### src/hdl/region_fix_after_replace_macros.svh
// Assertion macros shared by the interval rewrite RTL.
`ifndef REGION_FIX_AFTER_REPLACE_MACROS_SVH
`define REGION_FIX_AFTER_REPLACE_MACROS_SVH

// Same-cycle implication, sampled on clk, off while arst_n is low.
`define RFAR_ASSERT_IMP(lbl, a, b) \
	lbl: assert property (@(posedge clk) disable iff (!arst_n) (a) |-> (b)) \
		else $error("implication check failed");

// Next-cycle implication, sampled on clk, off while arst_n is low.
`define RFAR_ASSERT_NXT(lbl, a, b) \
	lbl: assert property (@(posedge clk) disable iff (!arst_n) (a) |=> (b)) \
		else $error("next-cycle check failed");

`endif

### src/hdl/rfar_pkg.sv
// Types, codes and helpers for the interval rewrite block.
`timescale 1ns / 1ps
`default_nettype none

package rfar_pkg;

	// Signed width that holds any sum or difference of two 32-bit positions.
	localparam int ArithW = 35;

	typedef enum logic [1:0] {
		STRAT_REMOVE       = 2'd0,
		STRAT_RESIZE       = 2'd1,
		STRAT_SPLIT_JOINED = 2'd2,
		STRAT_SPLIT_NEW    = 2'd3
	} strategy_t;

	typedef enum logic [1:0] {
		REG_CUT_START     = 2'd0,
		REG_CUT_LENGTH    = 2'd1,
		REG_INSERT_LENGTH = 2'd2,
		REG_STRATEGY      = 2'd3
	} reg_index_t;

	typedef struct packed {
		logic [31:0] cut_start;
		logic [31:0] cut_length;
		logic [31:0] insert_length;
		strategy_t   strategy;
	} cfg_t;

	typedef struct packed {
		logic [31:0] start;
		logic [31:0] length;
		logic        to_new;
		logic        ovf;
	} res_t;

	typedef struct packed {
		logic [1:0] count;
		res_t       first;
		res_t       second;
	} fix_out_t;

	// Negative or above pmax saturates to pmax; returns {overflow, value}.
	function automatic logic [32:0] sat_pos(input logic signed [ArithW-1:0] v,
		input logic [32:0] pmax);
		logic [ArithW-1:0] pm;
		logic              hit;
		pm  = {2'b00, pmax};
		hit = v[ArithW-1] || (ArithW'(v) > pm);
		if (hit) begin
			sat_pos = {1'b1, pmax[31:0]};
		end else begin
			sat_pos = {1'b0, v[31:0]};
		end
	endfunction

endpackage

`default_nettype wire

### src/hdl/rfar_if.sv
// Valid/ready channel interfaces: input interval, result interval, register write.
`timescale 1ns / 1ps
`default_nettype none

interface rfar_in_if;
	logic        valid;
	logic        ready;
	logic [31:0] region_start;
	logic [31:0] region_length;

	modport source (output valid, output region_start, output region_length, input ready);
	modport sink (input valid, input region_start, input region_length, output ready);
endinterface

interface rfar_out_if;
	logic        valid;
	logic        ready;
	logic [31:0] out_start;
	logic [31:0] out_length;
	logic        to_new_annotation;
	logic        last_of_run;
	logic        overflow;

	modport source (output valid, output out_start, output out_length,
		output to_new_annotation, output last_of_run, output overflow, input ready);
	modport sink (input valid, input out_start, input out_length,
		input to_new_annotation, input last_of_run, input overflow, output ready);
endinterface

interface rfar_cfg_if;
	logic        valid;
	logic        ready;
	logic [1:0]  index;
	logic [31:0] data;

	modport source (output valid, output index, output data, input ready);
	modport sink (input valid, input index, input data, output ready);
endinterface

`default_nettype wire

### src/hdl/rfar_fix.sv
// Combinational rewrite of one interval against the replaced span.
`timescale 1ns / 1ps
`default_nettype none

module rfar_fix #(
	parameter int POS_WIDTH = 32
) (
	input  var rfar_pkg::cfg_t     cfg,
	input  var logic [31:0]        rs_in,
	input  var logic [31:0]        rl_in,
	output var rfar_pkg::fix_out_t fix
);

	localparam int VW = (POS_WIDTH < 32) ? POS_WIDTH : 32;
	localparam logic [32:0] PosMax = (33'd1 << VW) - 33'd1;
	localparam int AW = rfar_pkg::ArithW;

	logic signed [AW-1:0] cs, cl, il, rs, rl, ce, d, re, is_pos, ie_pos;
	logic signed [AW-1:0] a_s, a_l, b_s, b_l;
	logic                 b_new;
	logic [1:0]           cnt;
	logic                 has_left, has_right;
	logic [32:0]          sa_s, sa_l, sb_s, sb_l;

	assign cs = $signed({3'b000, cfg.cut_start});
	assign cl = $signed({3'b000, cfg.cut_length});
	assign il = $signed({3'b000, cfg.insert_length});
	assign rs = $signed({3'b000, rs_in});
	assign rl = $signed({3'b000, rl_in});
	assign ce = cs + cl;
	assign d  = il - cl;
	assign re = rs + rl;

	// Overlap window for the split strategies
	assign is_pos    = (rs > cs) ? rs : cs;
	assign ie_pos    = (re < ce) ? re : ce;
	assign has_left  = rs < is_pos;
	assign has_right = re > ie_pos;

	always_comb begin
		cnt   = 2'd0;
		a_s   = rs;
		a_l   = rl;
		b_s   = ie_pos + d;
		b_l   = re - ie_pos;
		b_new = has_left && (cfg.strategy == rfar_pkg::STRAT_SPLIT_NEW);
		priority if (cfg.strategy == rfar_pkg::STRAT_RESIZE
			&& cfg.insert_length == cfg.cut_length) begin
			cnt = 2'd1;
		end else if (re <= cs) begin
			cnt = 2'd1;
		end else if (rs >= ce) begin
			cnt = 2'd1;
			a_s = rs + d;
		end else if (cfg.strategy == rfar_pkg::STRAT_REMOVE) begin
			cnt = 2'd0;
		end else if (cfg.strategy == rfar_pkg::STRAT_RESIZE) begin
			priority if (rs >= cs && re <= ce) begin
				cnt = 2'd0;
			end else if (rs <= cs && re >= ce) begin
				// exact match drops, otherwise grow or shrink by the delta
				cnt = (rs == cs && re == ce) ? 2'd0 : 2'd1;
				a_l = rl + d;
			end else if (rs <= cs && cs <= re) begin
				cnt = 2'd1;
				if (d[AW-1]) begin
					a_l = cs - rs;
				end
			end else if (rs <= ce && ce <= re) begin
				cnt = 2'd1;
				if (d[AW-1]) begin
					a_s = ce + d;
					a_l = re - ce;
				end
			end else begin
				cnt = 2'd0;
			end
		end else begin
			cnt = {1'b0, has_left} + {1'b0, has_right};
			if (has_left) begin
				a_l = is_pos - rs;
			end else begin
				// right part alone moves to the first slot
				a_s = ie_pos + d;
				a_l = re - ie_pos;
			end
		end
	end

	assign sa_s = rfar_pkg::sat_pos(a_s, PosMax);
	assign sa_l = rfar_pkg::sat_pos(a_l, PosMax);
	assign sb_s = rfar_pkg::sat_pos(b_s, PosMax);
	assign sb_l = rfar_pkg::sat_pos(b_l, PosMax);

	always_comb begin
		fix.count         = cnt;
		fix.first.start   = sa_s[31:0];
		fix.first.length  = sa_l[31:0];
		fix.first.to_new  = 1'b0;
		fix.first.ovf     = sa_s[32] | sa_l[32];
		fix.second.start  = sb_s[31:0];
		fix.second.length = sb_l[31:0];
		fix.second.to_new = b_new;
		fix.second.ovf    = sb_s[32] | sb_l[32];
	end

endmodule

`default_nettype wire

### src/hdl/region_fix_after_replace.sv
// Top level: interval rewrite after a span replacement.
//
// Usage:
//   cfg    - register writes (index 0 cut_start, 1 cut_length, 2 insert_length,
//            3 strategy); always ready, write only while the block is idle.
//   region - one interval (region_start, region_length) per transaction.
//   result - zero, one or two intervals per input interval; last_of_run marks
//            the final one, overflow flags a saturated position or length.
// Pipeline: an input transaction goes through the input register, then the
//   result register.
// Throughput: one interval per cycle while result.ready is high; an interval
//   that splits into two parts holds the result register until both parts are
//   taken; an empty rewrite does not occupy the result register.
// Reset: arst_n clears both pipeline stages and sets cut_start, cut_length and
//   insert_length to 0 and strategy to resize.
// Stall: while result.ready is low the result register holds and the input
//   register fills; region.ready drops once both are occupied.
`timescale 1ns / 1ps
`default_nettype none
`include "region_fix_after_replace_macros.svh"

module region_fix_after_replace #(
	parameter int POS_WIDTH = 32
) (
	input  var logic   clk,
	input  var logic   arst_n,
	rfar_cfg_if.sink   cfg,
	rfar_in_if.sink    region,
	rfar_out_if.source result
);

	localparam int VW = (POS_WIDTH < 32) ? POS_WIDTH : 32;
	localparam logic [32:0] PosMax = (33'd1 << VW) - 33'd1;
	localparam logic [31:0] PosMask = PosMax[31:0];

	rfar_pkg::cfg_t     cfg_q;
	rfar_pkg::fix_out_t fix;

	logic        s1_valid_q;
	logic [31:0] rs_s1, rl_s1;
	logic        s2_valid_q, s2_two_q, s2_sel_q;
	rfar_pkg::res_t r0_s2, r1_s2, cur;
	logic        s2_done, s1_adv, in_acc;

	// Configuration registers
	assign cfg.ready = 1'b1;

	always_ff @(posedge clk or negedge arst_n) begin
		if (!arst_n) begin
			cfg_q.cut_start     <= '0;
			cfg_q.cut_length    <= '0;
			cfg_q.insert_length <= '0;
			cfg_q.strategy      <= rfar_pkg::STRAT_RESIZE;
		end else if (cfg.valid) begin
			unique case (rfar_pkg::reg_index_t'(cfg.index))
				rfar_pkg::REG_CUT_START:     cfg_q.cut_start     <= cfg.data & PosMask;
				rfar_pkg::REG_CUT_LENGTH:    cfg_q.cut_length    <= cfg.data & PosMask;
				rfar_pkg::REG_INSERT_LENGTH: cfg_q.insert_length <= cfg.data & PosMask;
				rfar_pkg::REG_STRATEGY:
					cfg_q.strategy <= rfar_pkg::strategy_t'(cfg.data[1:0]);
				default: ;
			endcase
		end
	end

	// Handshake control
	assign s2_done      = s2_valid_q && result.ready && (!s2_two_q || s2_sel_q);
	assign s1_adv       = s1_valid_q && (!s2_valid_q || s2_done);
	assign region.ready = !s1_valid_q || s1_adv;
	assign in_acc       = region.valid && region.ready;

	// Input register
	always_ff @(posedge clk or negedge arst_n) begin
		if (!arst_n) begin
			s1_valid_q <= 1'b0;
		end else if (in_acc) begin
			s1_valid_q <= 1'b1;
		end else if (s1_adv) begin
			s1_valid_q <= 1'b0;
		end
	end

	always_ff @(posedge clk) begin
		if (in_acc) begin
			rs_s1 <= region.region_start & PosMask;
			rl_s1 <= region.region_length & PosMask;
		end
	end

	rfar_fix #(
		.POS_WIDTH(POS_WIDTH)
	) u_fix (
		.cfg   (cfg_q),
		.rs_in (rs_s1),
		.rl_in (rl_s1),
		.fix   (fix)
	);

	// Result register; an empty rewrite leaves it free
	always_ff @(posedge clk or negedge arst_n) begin
		if (!arst_n) begin
			s2_valid_q <= 1'b0;
			s2_two_q   <= 1'b0;
			s2_sel_q   <= 1'b0;
		end else if (s1_adv) begin
			s2_valid_q <= fix.count != 2'd0;
			s2_two_q   <= fix.count == 2'd2;
			s2_sel_q   <= 1'b0;
		end else if (s2_done) begin
			s2_valid_q <= 1'b0;
			s2_sel_q   <= 1'b0;
		end else if (s2_valid_q && result.ready) begin
			// first of two parts taken: advance to the right part
			s2_sel_q <= 1'b1;
		end
	end

	always_ff @(posedge clk) begin
		if (s1_adv) begin
			r0_s2 <= fix.first;
			r1_s2 <= fix.second;
		end
	end

	assign cur                      = s2_sel_q ? r1_s2 : r0_s2;
	assign result.valid             = s2_valid_q;
	assign result.out_start         = cur.start;
	assign result.out_length        = cur.length;
	assign result.to_new_annotation = cur.to_new;
	assign result.overflow          = cur.ovf;
	assign result.last_of_run       = !s2_two_q || s2_sel_q;

	`RFAR_ASSERT_IMP(a_sel_needs_pair, s2_sel_q, s2_valid_q && s2_two_q)
	`RFAR_ASSERT_IMP(a_no_overwrite_s1, in_acc && s1_valid_q, s1_adv)
	`RFAR_ASSERT_NXT(a_second_follows, result.valid && result.ready && !result.last_of_run,
		result.valid && s2_sel_q)
	`RFAR_ASSERT_IMP(a_new_only_second, result.valid && result.to_new_annotation, s2_sel_q)

endmodule

`default_nettype wire
### src/flat_wrapper.sv
// flat-port wrapper written by rule: the top's interface ports become plain ports
module region_fix_after_replace_flat 
#(
	parameter int POS_WIDTH = 32
)
  (clk, arst_n, cfg_valid, cfg_index, cfg_data, cfg_ready, region_valid, region_region_start, region_region_length, region_ready, result_valid, result_out_start, result_out_length, result_to_new_annotation, result_last_of_run, result_overflow, result_ready);
  rfar_cfg_if cfg_i ();
  rfar_in_if region_i ();
  rfar_out_if result_i ();
  input  var logic clk;
  input  var logic arst_n;
  input wire logic [$bits(cfg_i.valid)-1:0] cfg_valid;
  input wire logic [$bits(cfg_i.index)-1:0] cfg_index;
  input wire logic [$bits(cfg_i.data)-1:0] cfg_data;
  output wire logic [$bits(cfg_i.ready)-1:0] cfg_ready;
  input wire logic [$bits(region_i.valid)-1:0] region_valid;
  input wire logic [$bits(region_i.region_start)-1:0] region_region_start;
  input wire logic [$bits(region_i.region_length)-1:0] region_region_length;
  output wire logic [$bits(region_i.ready)-1:0] region_ready;
  output wire logic [$bits(result_i.valid)-1:0] result_valid;
  output wire logic [$bits(result_i.out_start)-1:0] result_out_start;
  output wire logic [$bits(result_i.out_length)-1:0] result_out_length;
  output wire logic [$bits(result_i.to_new_annotation)-1:0] result_to_new_annotation;
  output wire logic [$bits(result_i.last_of_run)-1:0] result_last_of_run;
  output wire logic [$bits(result_i.overflow)-1:0] result_overflow;
  input wire logic [$bits(result_i.ready)-1:0] result_ready;
  assign cfg_i.valid = cfg_valid;
  assign cfg_i.index = cfg_index;
  assign cfg_i.data = cfg_data;
  assign cfg_ready = cfg_i.ready;
  assign region_i.valid = region_valid;
  assign region_i.region_start = region_region_start;
  assign region_i.region_length = region_region_length;
  assign region_ready = region_i.ready;
  assign result_valid = result_i.valid;
  assign result_out_start = result_i.out_start;
  assign result_out_length = result_i.out_length;
  assign result_to_new_annotation = result_i.to_new_annotation;
  assign result_last_of_run = result_i.last_of_run;
  assign result_overflow = result_i.overflow;
  assign result_i.ready = result_ready;
  region_fix_after_replace #(.POS_WIDTH(POS_WIDTH)) u_core (.clk(clk), .arst_n(arst_n), .cfg(cfg_i), .region(region_i), .result(result_i));
endmodule
### config.mk
export PLATFORM = sky130hd
export DESIGN_NAME = region_fix_after_replace_flat
export DESIGN_NICKNAME = d
export VERILOG_FILES = /design/src/hdl/rfar_pkg.sv /design/src/hdl/rfar_if.sv /design/src/hdl/rfar_fix.sv /design/src/hdl/region_fix_after_replace.sv /design/src/flat_wrapper.sv
export VERILOG_INCLUDE_DIRS = /design/src /design/src/hdl
export SDC_FILE = /design/constraint.sdc
export NUM_CORES = 2
export LEC_CHECK = 0
export ABC_AREA = 1
export BUFFER_PORTS_ARGS = -buffer_cell sky130_fd_sc_hd__buf_2
export CAP_MARGIN = 20
export CORE_ASPECT_RATIO = 1.5
export CORE_MARGIN = 1.5
export CORE_UTILIZATION = 55
export CTS_BUF_LIST = sky130_fd_sc_hd__clkbuf_4 sky130_fd_sc_hd__clkbuf_8
export CTS_CLUSTER_SIZE = 25
export DETAILED_ROUTE_END_ITERATION = 7
export PLACE_DENSITY = 0.81
export SYNTH_ARGS = -nofsm -noshare
export SYNTH_HDL_FRONTEND = slang
export SYNTH_SLANG_ARGS = --single-unit
### constraint.sdc
create_clock -name clk -period 13.3 [get_ports clk]
set_input_delay 1.995 -clock clk [delete_from_list [all_inputs] [get_ports clk]]
set_output_delay 1.995 -clock clk [all_outputs]
set_load 0.005 [all_outputs]
---- After elaboration in Yosys (flattened, before gate mapping) ----
Index checks and enable logic that the tools add are counted.
operators by class
  muxes and demuxes ....................... 47
  eq/ne operators ......................... 9
  $lt $le $gt $ge ......................... 17
  add/subtract/negate cells ............... 12
  reduce and logical (&&, ||, !) cells .... 31
  bitwise gates (word level) .............. 2
operators with widths
  cell                  count
  $mux 35               24
  $gt 35x32->1 const B  4
  $mux 33               4
  $sub 32x32->33        3
  $sub 34x35->35        2
  $add 33x33->34        2
  $add 32x32->33        2
  $mux 66               1
  $eq 32x32->1          2
  $add 34x33->35        1
  $add 35x33->35        1
  $eq 34x35->1          1
  $ge 33x35->1          1
  $ge 34x35->1          1
  $gt 34x35->1          1
  $le 33x35->1          1
  $le 34x35->1          1
  $le 35x34->1          1
  $lt 34x35->1          1
  $le 32x33->1          1
  $le 33x32->1          1
  $ge 32x32->1          1
  $gt 32x32->1          1
  $le 32x32->1          1
  15 further kinds      59
word-level totals
  output and inout port bits .............. 70
  logic and storage cells ................. 135
  register bits ........................... 297
  bits of input ports ..................... 103

---- Longest topological paths before layout ----
  depth in word-level cells ............... 16
  depth in mapped cells ................... 54
  gate-level depth less buffers ........... 50

---- Cells and area by module ----
From an unflattened synthesis, not the netlist that was laid out.
unflattened totals
  cells, all modules ...................... 5376
  area, all modules ....................... 36597.6 um^2
by module, submodules not included
  module                    instances  cells each  area an instance (um^2)
  rfar_fix                  1          4589        26135.1
  region_fix_after_replace  1          787         10462.5

---- Least setup slack after synthesis ----
No wires, ideal clock.
  path type ............................... input to register
  start point ............................. input result_ready
  end point ............................... register u_core.s2_two_q
  slack ................................... 4.668 ns
  buffers on the path ..................... 0
  cell stages on the path ................. 8
  data arrival time ....................... 8.532 ns
  data required time ...................... 13.200 ns
  setup time .............................. 0.100 ns
  path through ............................ nand2_1 inv_1 nand2_1 nand2_1 inv_1 nor2_1 nand4_1 o21ai_0
on the way
  longest elaborated chain between the ends .. 4
RTL lines
  item                            RTL line                         text
  from (decl)                     flat_wrapper.sv:26               input wire logic [$bits(result_i.ready)-1:0] result_ready;
  $logic_and 1x1->1 (2 in a row)  region_fix_after_replace.sv:67   assign s2_done = s2_valid_q && result.ready && (!s2_two_q || s2_sel_q);
  $logic_or 1x1->1                region_fix_after_replace.sv:68   assign s1_adv = s1_valid_q && (!s2_valid_q || s2_done);
  $logic_and 1x1->1               region_fix_after_replace.sv:68
  via u_core.s1_adv               region_fix_after_replace.sv:43   logic s2_done, s1_adv, in_acc;
  to (signal assigned)            region_fix_after_replace.sv:103  s2_two_q <= 1'b0;
  to (signal assigned)            region_fix_after_replace.sv:107  s2_two_q <= fix.count == 2'd2;
  to (decl)                       region_fix_after_replace.sv:41   logic s2_valid_q, s2_two_q, s2_sel_q;
The timed path passes the listed nets, and every way through them passes these cells.
A chain may end at the register's enable or synchronous reset.

---- Worst setup path in the final report ----
  start point ............................. register u_core.rs_s1[1]
  end point ............................... register u_core.r0_s2[31] (netlist bit) (data pin)
on the way
  longest elaborated chain between the ends .. 14
  elaborated cells between the ends (all ways) .. 37
  classes of those cells .................. add/sub: 5; order compare: 13; mux: 14; reduce/logical: 5
RTL lines
  item                                                                   RTL line                         text
  from (decl)                                                            region_fix_after_replace.sv:40   logic [31:0] rs_s1, rl_s1;
  from (signal assigned)                                                 region_fix_after_replace.sv:85   rs_s1 <= region.region_start & PosMask;
  parallel branches: the longest is 10 deep, another holds $lt 34x35->1  -
  $mux 35 (*)                                                            rfar_fix.sv:50                   end else if (re <= cs) begin
  $mux 35 (*)                                                            rfar_fix.sv:47                   priority if (cfg.strategy == rfar_pkg::STRAT_RESIZE
  $gt 35x32->1                                                           rfar_pkg.sv:50                   hit = v[ArithW-1] || (ArithW'(v) > pm);
  $logic_or 1x1->1                                                       rfar_pkg.sv:50
  to (signal assigned)                                                   region_fix_after_replace.sv:120  r0_s2 <= fix.first;
  to (decl)                                                              region_fix_after_replace.sv:42   rfar_pkg::res_t r0_s2, r1_s2, cur;
Mark *: on every way between the ends.

==> results.md <==
- CP Launch Type: register
- Final wirelength: 172 mm
- Kind of end point of the critical path: register
- Clock tree buffer depth: 3
- Setup_tns: 0 ns
- Top FF cell, synth: edfxtp_1
- CP most frequent cell: nand2_1
- Crit-path max cell delay: 0.95 ns
- Hold Path Class: register to register
- Syn. warnings: 0
- Post-synth ARST share: 34.3%
- Post-CTS resize count: 0
- Reg2reg setup slack: 3.04 ns
- Post-Syn Area: 36,800 µm²
- Synthesized instance count: 5,619
- Core Footprint: 66,500 µm²
- TritonCTS buffer count: 48
- Normalized max-slew margin: 22.1%
- Clock latency on the worst-skew pair: 0.72 ns
- Ratio of cells with drive above 1 in the final layout: 8.30%
- First-pass GRT wire length: 247 mm
- DP Area: 38,500 µm²
- Largest net degree at the start of global routing: 133
- Most frequent cell after synthesis: nand2_1
- Max-Cap Viols: 0
- DRT iter0 DRCs: 5,689
- Cts hold-fix bufs: 0
- Die area: 68,600 µm²
- Final Max Tran Viols: 0
- FF/Latch Area: 8410 µm²
- Multi-input gate area: 25,300 µm²
- Residual DRC: 0
- Worst Skew: 0.0506 ns
- NumNets Final: 6,249
- Hpwl dp: 140 mm
- Outcome: completed
- Top post-synthesis cells by area: nand2_1 (17%), edfxtp_1 (16%), ha_1 (13%)
- Number of synthesized flops with an enable pin: 195
- Die Height: 320 µm
- FP Rows: 116
- CP max FO: 82
- Filler Cells Inserted: 6,394
- Port bufs: 171
- Starting Density: 55.4%
- Clock-pin slew on the worst setup and hold paths: 0.07 ns
- Reg2reg start: u_core.rs_s1[1]
- Routed via count: 42.1k
- Die W: 214 µm
- Area growth syn-to-layout: 7.77%
- Top-area cell type share of the netlist area: 17.4%
- Sequential area share after synthesis: 22.8%
- Grt ovf: 0
- Largest area contributor in the netlist: nand2_1
- Global-route usage over all layers: 48.8%
- Slew of the pin with the lowest slew margin: 1.16 ns
- Number of H-tree levels: 2
- Worst reg2reg endpoint: u_core.r0_s2[31]
- Hold Path End: u_core.cfg_q[13]
- Setup bufs post-CTS: 0
- Avg Inst Size Synth: 6.56 µm²
- Crit path max-delay cell type: o31ai_1
- Synthesis-stage register bit count: 297
- Req. time, crit path: 13.69 ns
- RSZ-0062 raised after global routing: false
- Wire per inst: 25.8 µm
- Most frequent cells after synthesis: nand2_1 (1,706), inv_1 (648), o21ai_0 (490)
- Post-route cell area: 39,700 µm²
- Hold Path Origin: u_core.cfg_q[13]
- Part of the cycle the worst path needs: 77.2%
- Critical Path AT: 10.66 ns
- TritonRoute pass-1 iters: 6
- Worst path bufs/invs: 4
- CTS root buf: clkbuf_8
- Synth unique cells: 66
- Clock Sinks: 297
- Final setup fails: 0
- Antenna violations before repair: 6
- CP delay by family, top: compound AO/OA/AOI/OAI gates
- Final hold vios: 0
- Final GP Congestion: 1.15
- Worst Hold Margin: 0.499 ns
- CTS tree: yes
- Hold Path Depth: 2
- Setup CP Type: register to register
- Vias per cell: 6.31
- Fmax: 97.4 MHz
- Tmin final: 10.26 ns
- I/O pin count: 173
- Syn Nets: 6,125
- Vias in the first global route: 40.3k
- FF-to-FF path depth: 36
- ANT nets after route: 0
registers in the layout, indices dropped and copies added, names as in the netlist:
signal / flops
u_core.cfg_q: 98
u_core.r0_s2: 65
u_core.r1_s2: 66
u_core.result.valid: 1
u_core.rl_s1: 32
u_core.rs_s1: 32
u_core.s1_valid_q: 1
u_core.s2_sel_q: 1
u_core.s2_two_q: 1
tightest hold or removal path, delay by kind of cell (launching register included):
family,cells,cell delay [ns]
AOI/OAI and AO/OA,1,0.06
DFF,1,0.35
and+or+nand+nor,1,0.05
layout make-up:
cell class	count	area share (%)
multi-input combinational	4502	63.7
tap	885	2.79
clock buffer	54	1.79
sequential	297	21.2
antenna	3	0.0189
timing repair buffer	220	3.21
inverter	674	6.37
clock inverter	35	0.974
routing by layer:
layer | track usage [%] | vias up | routed length [µm]
li1 | - | 19100 | -
met1 | 58.0 | 19400 | 60800
met2 | 75.3 | 2904 | 73400
met3 | 11.3 | 700 | 21200
met4 | 40.1 | 2 | 16600
met5 | 0 | - | 14
how the worst max path moves through the flow:
| stage | from | end | slack [ns] | depth (start not counted) |
|---|---|---|---|---|
| finish | u_core.rs_s1[1] | u_core.r0_s2[31] | 3.04 | 36 |
| CTS | u_core.rs_s1[1] | u_core.r0_s2[31] | 3.90 | 39 |
| global placement | u_core.rs_s1[1] | u_core.r0_s2[27] | 3.99 | 36 |
| floorplan | result_ready | u_core.s2_two_q | 4.67 | 8 |
| global route | u_core.cfg_q[67] | u_core.r0_s2[31] | 2.62 | 37 |
| detailed placement | u_core.rs_s1[0] | u_core.r0_s2[29] | 3.95 | 39 |
logic make-up (layout without fill, tap and decap cells):
| kind of cell | count (synthesis) | in the layout | share of synthesized area, % |
|---|---|---|---|
| and+or+nand+nor | 2580 | 2580 | 29.5 |
| AOI/OAI and AO/OA | 1263 | 1263 | 19.0 |
| buffers and inverters | 820 | 983 | 8.68 |
| adders and majority gates | 403 | 403 | 13.9 |
| DFF | 297 | 297 | 22.8 |
| xor gates and xnor gates | 254 | 254 | 6.04 |
| other | 1 | 4 | 0.0102 |
| muxes | 1 | 1 | 0.0272 |
cells in the final DEF (no fill, tap or decap), types with 13 or more instances in the layout:
cell type  instances
a21oi_1          481
or2_2             30
edfxtp_1         195
inv_2             26
nand2_1         1702
nand3_1          251
xnor2_1          101
a31oi_1           47
a21o_1            13
inv_1            645
nand2_2           37
o21bai_1          27
nand3_2           40
clkbuf_8          50
a211oi_1          16
xor2_1           153
o211ai_1          72
o21a_1            13
dfrtp_1          100
buf_2            171
o21ai_0          490
nor4_1            16
buf_4             45
nor2_1           342
o21ai_1           24
ha_1             392
nand4_1           63
nor3_1            46
stage by stage:
step | std cells | setup WS [ns] | util (%)
CTS | 6664 | 3.90 | 59.6
floorplan | 5619 | 4.67 | -
detailed placement | 6575 | 3.95 | 58.0
finish | 6670 | 3.04 | 59.7
global placement | 6574 | 3.99 | 58.0
global route | 6669 | 2.62 | 59.7
Power is not shown: default switching activity piles up to over one toggle a cycle in this logic, so the estimate is an artifact.
